$ cat config.mk
export PLATFORM = sky130hd
export DESIGN_NAME = step_pulse_item_encoder_top
export DESIGN_NICKNAME = d
export VERILOG_FILES = /design/src/rtl/core/spie_pkg.sv /design/src/rtl/core/spie_alu.sv /design/src/rtl/core/step_pulse_item_encoder_top.sv
export SDC_FILE = /design/constraint.sdc
export NUM_CORES = 1
export LEC_CHECK = 0
export ABC_AREA = 0
export BUFFER_PORTS_ARGS = -buffer_cell sky130_fd_sc_hd__buf_4
export CAP_MARGIN = 20
export CORE_MARGIN = 2
export CORE_UTILIZATION = 62
export DETAILED_ROUTE_END_ITERATION = 8
export GPL_TIMING_DRIVEN = 0
export PLACE_DENSITY = 0.85
export SYNTH_ARGS = -nofsm -noshare
export SYNTH_HDL_FRONTEND = slang
export SYNTH_SLANG_ARGS = --single-unit
$ cat constraint.sdc
create_clock -name clk -period 17 [get_ports clk]
set_input_delay 3.4 -clock clk [delete_from_list [all_inputs] [get_ports clk]]
set_output_delay 3.4 -clock clk [all_outputs]
set_load 0.02 [all_outputs]
$ cat src/rtl/core/spie_pkg.sv
// Package for the step pulse item encoder: request and result words,
// sequencer states and the shared subtractor result. No dependencies.
package spie_pkg;

  localparam int DurW  = 15;
  localparam int SlotW = 6;
  localparam int CntW  = 7;
  localparam int WordW = 32;

  typedef struct packed {
    logic             action;
    logic [WordW-1:0] step_period;
    logic [WordW-1:0] pulse_width;
  } req_t;

  typedef struct packed {
    logic             item_valid;
    logic             level_first;
    logic [DurW-1:0]  dur_first;
    logic             level_second;
    logic [DurW-1:0]  dur_second;
    logic [SlotW-1:0] slot;
    logic             overflow;
    logic             last;
  } res_t;

  typedef enum logic [2:0] {
    S_IDLE  = 3'b001,
    S_CLAMP = 3'b010,
    S_EMIT  = 3'b100
  } state_t;

  typedef struct packed {
    logic [WordW-1:0] diff;
    logic             borrow;
    logic             zero;
  } alu_res_t;

endpackage

$ cat src/rtl/core/spie_alu.sv
// Shared 32-bit subtractor with borrow and zero flags.
// Depends on spie_pkg.
module spie_alu (
  input  logic [spie_pkg::WordW-1:0] a,
  input  logic [spie_pkg::WordW-1:0] b,
  output spie_pkg::alu_res_t         res
);

  logic [spie_pkg::WordW:0] full_diff;

  assign full_diff  = {1'b0, a} - {1'b0, b};
  assign res.diff   = full_diff[spie_pkg::WordW-1:0];
  assign res.borrow = full_diff[spie_pkg::WordW];
  assign res.zero   = (full_diff[spie_pkg::WordW-1:0] == '0);

endmodule

$ cat src/rtl/core/step_pulse_item_encoder_top.sv
// Step pulse item encoder top level: sequencer around one shared subtractor.
// Depends on spie_pkg and spie_alu.
//
// channel        | direction | handshake                 | payload
// request        | in        | req_valid / req_stall     | req (spie_pkg::req_t)
// result         | out       | res_valid / res_stall     | res (spie_pkg::res_t)
// slot capacity  | in        | slot_capacity_we          | slot_capacity (7 bits)
//
// A clear request zeroes the slot count; the sequencer stays idle. An append
// request clamps the pulse in S_CLAMP, then emits one result item per cycle
// from the shared subtractor in S_EMIT unless res_stall holds the result. For
// an append, req_stall is high from acceptance until the last result is loaded.
// Reset (rst, synchronous) empties the result register, zeroes the slot count
// and sets the capacity to 64.
module step_pulse_item_encoder_top #(
  parameter int SLOTS        = 64,
  parameter int MAX_DURATION = 32767
) (
  input  logic                       clk,
  input  logic                       rst,
  input  logic                       req_valid,
  output logic                       req_stall,
  input  spie_pkg::req_t             req,
  output logic                       res_valid,
  input  logic                       res_stall,
  output spie_pkg::res_t             res,
  input  logic                       slot_capacity_we,
  input  logic [spie_pkg::CntW-1:0]  slot_capacity
);

  localparam logic [spie_pkg::CntW-1:0]  SlotsCap = spie_pkg::CntW'(SLOTS);
  localparam logic [spie_pkg::WordW-1:0] MaxDur32 = spie_pkg::WordW'(MAX_DURATION);
  localparam logic [spie_pkg::DurW-1:0]  MaxDur   = spie_pkg::DurW'(MAX_DURATION);

  spie_pkg::state_t           state;
  logic [spie_pkg::WordW-1:0] period;
  logic [spie_pkg::WordW-1:0] pulse;
  logic [spie_pkg::WordW-1:0] low;
  logic [spie_pkg::DurW-1:0]  pulse_dur;
  logic                       first;
  logic [spie_pkg::CntW-1:0]  used;
  logic [spie_pkg::CntW-1:0]  capacity;

  logic [spie_pkg::CntW-1:0]  cap;
  logic [spie_pkg::CntW-1:0]  used_inc;
  logic [spie_pkg::DurW-1:0]  chunk;
  logic [spie_pkg::WordW-1:0] pulse_eff;
  logic [spie_pkg::WordW-1:0] alu_a;
  logic [spie_pkg::WordW-1:0] alu_b;
  logic                       out_free;
  logic                       done;
  spie_pkg::alu_res_t         alu;

  spie_alu u_alu (
    .a   (alu_a),
    .b   (alu_b),
    .res (alu)
  );

  assign req_stall = (state != spie_pkg::S_IDLE);
  assign cap       = (capacity > SlotsCap) ? SlotsCap : capacity;
  assign used_inc  = used + spie_pkg::CntW'(1);
  assign chunk     = (low > MaxDur32) ? MaxDur : low[spie_pkg::DurW-1:0];
  assign alu_a     = (state == spie_pkg::S_CLAMP) ? period : low;
  assign alu_b     = (state == spie_pkg::S_CLAMP) ? pulse : spie_pkg::WordW'(chunk);
  assign pulse_eff = alu.borrow ? period : pulse;
  assign out_free  = !res_valid || !res_stall;
  assign done      = alu.zero || (used_inc >= cap);

  always_ff @(posedge clk) begin
    if (rst) begin
      capacity <= SlotsCap;
    end else if (slot_capacity_we) begin
      capacity <= slot_capacity;
    end
  end

  always_ff @(posedge clk) begin
    if (rst) begin
      res_valid <= 1'b0;
    end else if ((state == spie_pkg::S_EMIT) && out_free) begin
      res_valid <= 1'b1;
    end else if (!res_stall) begin
      res_valid <= 1'b0;
    end
  end

  always_ff @(posedge clk) begin
    if (rst) begin
      state     <= spie_pkg::S_IDLE;
      used      <= '0;
      first     <= 1'b0;
    end else begin
      unique case (state)
        spie_pkg::S_IDLE: begin
          if (req_valid) begin
            if (req.action) begin
              used <= '0;
            end else begin
              period <= req.step_period;
              pulse  <= (req.pulse_width == '0) ? spie_pkg::WordW'(1) : req.pulse_width;
              state  <= spie_pkg::S_CLAMP;
            end
          end
        end
        spie_pkg::S_CLAMP: begin
          low       <= alu.borrow ? '0 : alu.diff;
          pulse_dur <= (pulse_eff > MaxDur32) ? MaxDur : pulse_eff[spie_pkg::DurW-1:0];
          first     <= 1'b1;
          state     <= spie_pkg::S_EMIT;
        end
        spie_pkg::S_EMIT: begin
          if (out_free) begin
            if (first && (used >= cap)) begin
              res   <= '{overflow: 1'b1, last: 1'b1, default: '0};
              state <= spie_pkg::S_IDLE;
            end else begin
              res.item_valid   <= 1'b1;
              res.level_first  <= first;
              res.dur_first    <= first ? pulse_dur : chunk;
              res.level_second <= 1'b0;
              res.dur_second   <= first ? chunk : spie_pkg::DurW'(1);
              res.slot         <= used[spie_pkg::SlotW-1:0];
              res.overflow     <= done && !alu.zero;
              res.last         <= done;
              used             <= used_inc;
              low              <= alu.diff;
              first            <= 1'b0;
              if (done) begin
                state <= spie_pkg::S_IDLE;
              end
            end
          end
        end
        default: begin
          state <= spie_pkg::S_IDLE;
        end
      endcase
    end
  end

  a_used_bounded: assert property (@(posedge clk) disable iff (rst)
    used <= SlotsCap)
    else $error("slot count beyond buffer size");

  a_slot_in_range: assert property (@(posedge clk) disable iff (rst)
    res_valid && res.item_valid |-> {1'b0, res.slot} < cap)
    else $error("item written beyond capacity");

  a_overflow_last: assert property (@(posedge clk) disable iff (rst)
    res_valid && res.overflow |-> res.last)
    else $error("overflow on a result that is not last");

  a_empty_item: assert property (@(posedge clk) disable iff (rst)
    res_valid && !res.item_valid |-> res.overflow && res.last)
    else $error("empty result without overflow");

  a_last_idle: assert property (@(posedge clk) disable iff (rst)
    state == spie_pkg::S_EMIT && out_free && done |=> state == spie_pkg::S_IDLE)
    else $error("sequencer kept running after last item");

endmodule
# --- Word level (Yosys, flattened, before mapping) ---
# Index checks and enable logic that the tools add are counted.
op_classes:
  addsub: 2
  n_mul: 0
  div: 0
  order_cmp: 5
  n_eq_ne: 11
  shift: 0
  mux: 28
  bitwise: 3
  n_reduce_logical: 20
op_table:
  columns: ["operator", "n"]
  rows:
  - ["32-bit 2-to-1 mux", 6]
  - ["32-bit by 15-bit > comparator with 1-bit output (second input constant)", 2]
  - ["32-bit logical NOT", 2]
  - ["32-bit case mux with 2 select lines", 1]
  - ["15-bit 2-to-1 mux", 3]
  - ["41-bit 2-to-1 mux", 1]
  - ["7-bit 2-to-1 mux", 5]
  - ["32-bit by 32-bit subtractor with 33-bit output", 1]
  - ["3-bit 2-to-1 mux", 5]
  - ["7-bit >= comparator", 2]
  - ["7-bit case mux with 2 select lines", 1]
  - ["4-bit AND reduction", 3]
  - ["2-bit inequality test (second input constant)", 5]
  - ["3-bit case mux with 3 select lines", 1]
  - ["7-bit by 1-bit adder with 7-bit output (second input constant)", 1]
  - ["7-bit > comparator (second input constant)", 1]
  - ["3-bit AND reduction", 2]
  - ["5-bit AND reduction", 1]
  - ["1-bit 2-to-1 mux", 4]
  - ["2-bit nonzero test", 2]
  - ["3-bit by 1-bit == test with 1-bit output (second input constant)", 1]
  - ["3-bit by 2-bit == test with 1-bit output (second input constant)", 1]
  - ["3-bit == test (second input constant)", 1]
  - ["1-bit logical AND", 3]
  - ["9 further kinds", 14]
totals:
  register_bits: 171
  latch_bits: 0
  ram_bits: 0
  romBits: 0
  in_bits: 77
  out_inout_bits: 43
  elab_cells: 87
  n_memories: 0

# --- Depth between registers and ports, before layout ---
depth:
  ltp_word: 10
  ltp_mapped: 20
  ltp_nobuf: 18

# --- By module ---
# Synthesis repeated with hierarchy kept, for this count alone.
hier_totals:
  cells_unflattened: 981
  hier_area_um2: 9750.6
by_module_without_submodules:
  columns: ["module", "n_inst", "cells_each", "area_each_um2"]
  rows:
  - ["step_pulse_item_encoder_top", 1, 654, 7587.3]
  - ["spie_alu", 1, 327, 2163.3]

# --- Worst setup path before layout ---
# OpenSTA, ideal clock, no wires.
synth_path:
  kind: "input-to-reg"
  startpoint: "input rst"
  endpoint: "register period[0] (netlist bit) (enable)"
  setup_time_ns: 0.670
  arrival_ns: 10.287
  t_required_ns: 16.330
  path_slack_ns: 6.043
  path_stages: 2
  n_path_buf: 1
  path_cell_list: "clkbuf_1 > nor4b_1"
synth_via:
  elab_chain_len: 2
synth_rtl:
  columns: ["item", "line", "source"]
  rows:
  - ["from (decl)", "step_pulse_item_encoder_top.sv:20", "input logic rst,"]
  - ["1-bit inverter (no line)", null, null]
  - ["4-bit AND reduction (no line)", null, null]
  - ["to (signal assigned)", "step_pulse_item_encoder_top.sv:100", "period <= req.step_period;"]
  - ["to (decl)", "step_pulse_item_encoder_top.sv:36", "logic [spie_pkg::WordW-1:0] period;"]
# No other way between the ends.
# A chain may end at the register's enable or synchronous reset.

# --- Worst setup path after layout ---
layout_path:
  startpoint: "register low[31] (netlist bit)"
  endpoint: "register res[1] (netlist bit), data pin"
layout_via:
  elab_chain_len: 7
  word_cells_on_any_way: 9
  cone_classes: "add/sub: 1; order compare: 1; mux: 3; reduce/logical: 4"
layout_rtl:
  columns: ["item", "line", "source"]
  rows:
  - ["from (decl)", "step_pulse_item_encoder_top.sv:38", "logic [spie_pkg::WordW-1:0] low;"]
  - ["from (signal assigned)", "step_pulse_item_encoder_top.sv:107", "low <= alu.borrow ? '0 : alu.diff;"]
  - ["from (signal assigned)", "step_pulse_item_encoder_top.sv:127", "low <= alu.diff;"]
  - ["32-bit by 15-bit > comparator with 1-bit output", "step_pulse_item_encoder_top.sv:63", "assign chunk = (low > MaxDur32) ? MaxDur : low[spie_pkg::DurW-1:0];"]
  - ["15-bit 2-to-1 mux", "step_pulse_item_encoder_top.sv:63", null]
  - ["32-bit 2-to-1 mux", "step_pulse_item_encoder_top.sv:65", "assign alu_b = (state == spie_pkg::S_CLAMP) ? pulse : spie_pkg::WordW'(chunk);"]
  - ["32-bit by 32-bit subtractor with 33-bit output (*)", "spie_alu.sv:11", "assign full_diff = {1'b0, a} - {1'b0, b};"]
  - ["32-bit logical NOT (*)", "spie_alu.sv:14", "assign res.zero = (full_diff[spie_pkg::WordW-1:0] == '0);"]
  - ["1-bit logical OR / 1-bit logical NOT (equally long branches)", "step_pulse_item_encoder_top.sv:68, step_pulse_item_encoder_top.sv:124", null]
  - ["1-bit logical AND (*)", "step_pulse_item_encoder_top.sv:124", "res.overflow <= done && !alu.zero;"]
  - ["to (decl)", "step_pulse_item_encoder_top.sv:26", "output spie_pkg::res_t res,"]
# Mark *: on every way between the ends. The rest lies on a longest branch, timed or not.

==> flow_metrics.py <==
metrics = {
    "run_status": {
        "status": "complete, no violations",
    },
    "final_layout": {
        "diodes": 0,
        "final_cells": 1333,
        "fill_cells": 1076,
        "fin_util_pct": 74.9,
        "nNetsFinal": 1258,
        "drive_gt1_share_pct": 16.2,
        "area_growth_pct": 18.8,
    },
    "worst_setup_path": {
        "critPathRequiredTime_ns": 17.20,
        "startpoint_type": "flip-flop",
        "path_cells": "nor4_1, nand4_1, or4_1, clkbuf_1, nor2_1, a21oi_1, ha_1, fa_1, nand2b_1, a211oi_2, or2_2, a311o_1, o211ai_1, nor4bb_1, nand4b_1, nor4_1, nand2_1, a22o_1",
        "crit_family": "simple AND/OR/NAND/NOR gates",
        "critPathCaptureType": "flip-flop",
        "crit_slowest_cell": "a211oi_2",
        "critical_path.max_stage_delay_ns": 0.58,
        "cp_max_fo": 9,
        "path_buf_inv": 1,
        "cp_data_arrival_time_ns": 5.64,
        "worstSetupPathType": "reg2reg",
        "crit_top_cell": "nor4_1",
    },
    "placed_design": {
        "dp.cells": 1300,
        "port_buffers": 117,
        "dpl.hpwl_mm": 18.4,
        "place_congestion": 0.971,
    },
    "power_and_ir_drop": {
        "ir_worst_vdd_mv": 0.0694,
        "powerDensity_nw_per_um2": 78.5,
        "total_power_w": 0.000887,
        "power_leakage_nw": 4.42,
    },
    "sta": {
        "period_share_pct": 32.0,
        "worstMarginPinSlew_ns": 1.03,
        "finalSetupViolations": 0,
        "timing.slew.headroom_pct": 31.5,
        "fmax_mhz": 184,
        "skew_ns": 0.00849,
        "whs_ns": 0.496,
        "drv_slew": 0,
        "finalHoldViolations": 0,
        "rsz0062_at_grt": "no",
        "setup_tns_ns": 0,
        "timing.final.crit_period_ns": 5.45,
    },
    "logic_synthesis": {
        "synth_top_family_by_area": "simple AND/OR/NAND/NOR gates",
        "yosysUniqueCellTypes": 72,
        "yosysWarnings": 0,
        "synth_compound_area_share_pct": 13.6,
        "synth_xor_area_share_pct": 2.39,
        "ys_async_sr_fraction_pct": 0,
        "synthFlopType": "edfxtp_1",
        "synth_edf_count": 151,
        "syn_inst": 986,
        "synth_seq_cells": 170,
        "syn_nets": 1112,
        "synth_area_sq_um": 9520,
        "syn_avg_cell_area_sq_um": 9.65,
        "synthAdderAreaFrac_pct": 6.52,
        "synthMuxAreaShare_pct": 0.854,
        "synth-simple-area-share_pct": 20.9,
        "ys_seq_area_share_pct": 51.6,
    },
    "clock_network": {
        "hold_buffers": 0,
        "cts.sinks": 170,
        "postCtsSetupBuffers": 0,
        "cts_tree": "yes",
        "root_buffer": "clkbuf_16",
        "path_clk_slew_ns": 0.07,
        "cts_resized": 0,
        "cts_buffers": 17,
        "cts_max_path_buffers": 2,
        "clk-insertion-delay-late_ns": 0.44,
        "htree_levels": 4,
    },
    "floorplanning": {
        "die_x_um": 128,
        "start_util_pct": 63.1,
        "io_pins": 120,
        "rows": 45,
        "core-area_sq_um": 15100,
        "dieArea_sq_um": 16400,
        "fp.dieH_um": 128,
    },
    "routing": {
        "wl_per_cell_um": 17.9,
        "dr_total_vias": 8112,
        "routed_wl_mm": 23.9,
        "drtAntennaViolNets": 0,
        "drc": 0,
        "via_per_inst": 6.09,
        "first_iter_violations": 843,
        "drt_pass1_iterations": 6,
    },
    "global_route": {
        "grt_pass1_vias": 7561,
        "grt_max_degree": 41,
        "grt_pass1_wl_mm": 37.3,
        "track_usage_pct": 29.9,
        "antenna_found_initial": 0,
        "grt_overflow_total": 0,
    },
    "run": {
        "drv_cap": 0,
    },
    "worst_hold_path": {
        "hold_path_class": "reg2reg",
    },
}
-- placed cells by master, fill, tap and decap left out, types with 10 or more instances in the layout --
master       n
inv_1       18
a21o_1      16
nor2_1     106
edfxtp_1   151
nand3_1     30
nand2b_1    12
buf_4      127
nand2_1    173
clkbuf_1    65
dfxtp_1     19
ha_1        48
clkbuf_16   17
a21oi_1     62
nand4_1     10
o21ai_0     58
nor4_1      20
nor3_1      26
xnor2_1     18
-- cell usage after synthesis, types with 10 or more instances --
cell type / number / area (sq um)
nand2_1: 173 / 649
clkbuf_1: 65 / 244
a21o_1: 16 / 120
nand3_1: 30 / 150
o21ai_0: 58 / 290
nand4_1: 10 / 62.6
nor3_1: 27 / 135
nor4_1: 20 / 125
a21oi_1: 62 / 310
xnor2_1: 18 / 158
inv_1: 18 / 67.6
ha_1: 48 / 601
nor2_1: 107 / 402
nand2b_1: 12 / 75.1
dfxtp_1: 19 / 380
edfxtp_1: 151 / 4530
-- area by class of cell --
cell class	instances	area, sq um	share of cell area (%)
Timing Repair Buffer	127	961	8.50
Sequential cell	170	4910	43.5
Tap cell	188	235	2.08
Multi-Input combinational cell	722	4230	37.4
Buffer	76	322	2.84
Clock buffer	17	425	3.76
Clock inverter	15	149	1.32
Inverter	18	67.6	0.597
-- worst reg2reg max path, cell delays in order (launching register included) --
cell      delay, ns
edfxtp_1       0.40
nor4_1         0.34
nand4_1        0.16
or4_1          0.43
clkbuf_1       0.19
nor2_1         0.22
a21oi_1        0.11
ha_1           0.25
fa_1           0.40
nand2b_1       0.19
a211oi_2       0.58
or2_2          0.28
a311o_1        0.21
o211ai_1       0.12
nor4bb_1       0.38
nand4b_1       0.20
nor4_1         0.27
nand2_1        0.21
a22o_1         0.24
-- power by group --
part	total, W	switching, W	leakage, nW	internal [W]
logic	0.0000497	0.0000258	2.62	0.0000239
clock network	0.000375	0.000180	0.278	0.000195
registers	0.000462	0.00000379	1.53	0.000459
-- through the flow --
step	setup slack, ns	instance area, sq um
final	11.55	11300
after global routing	11.27	11300
after CTS	11.65	11300
after detailed placement	11.30	10700
after global placement	3.32	10600
after floorplan	6.04	9520
-- logic make-up after synthesis --
kind of cell | after synthesis
other cells | 1
xor+xnor | 26
flops | 170
simple gates | 433
buf+inv | 94
compound gates | 205
fa+ha+maj | 49
mux | 8
-- per-layer routing --
metal / part of all wire, % / track usage (%)
met1: 39 / 37.8
met2: 49 / 51.5
met3: 8.7 / 6.09
met4: 3.2 / 10.1
met5: 0 / 0
-- path summary, 6_finish.rpt --
| path | from | endpoint | slack, ns | depth (start not counted) |
|---|---|---|---|---|
| max | low[31] | res[1] | 11.55 | 18 |
| max reg2reg | low[31] | res[1] | 11.55 | 18 |
| min reg2reg | capacity[4] | capacity[4] | 0.50 | 2 |
| min | capacity[4] | capacity[4] | 0.50 | 2 |
-- sequential cells by signal, summed over array words and instances (netlist names), 3 cells and up --
signal and flops:
low 32, capacity 7, state 3, period 32
pulse_dur 15, res 40, pulse 32, used 7
(Power assumes the default switching activity.)
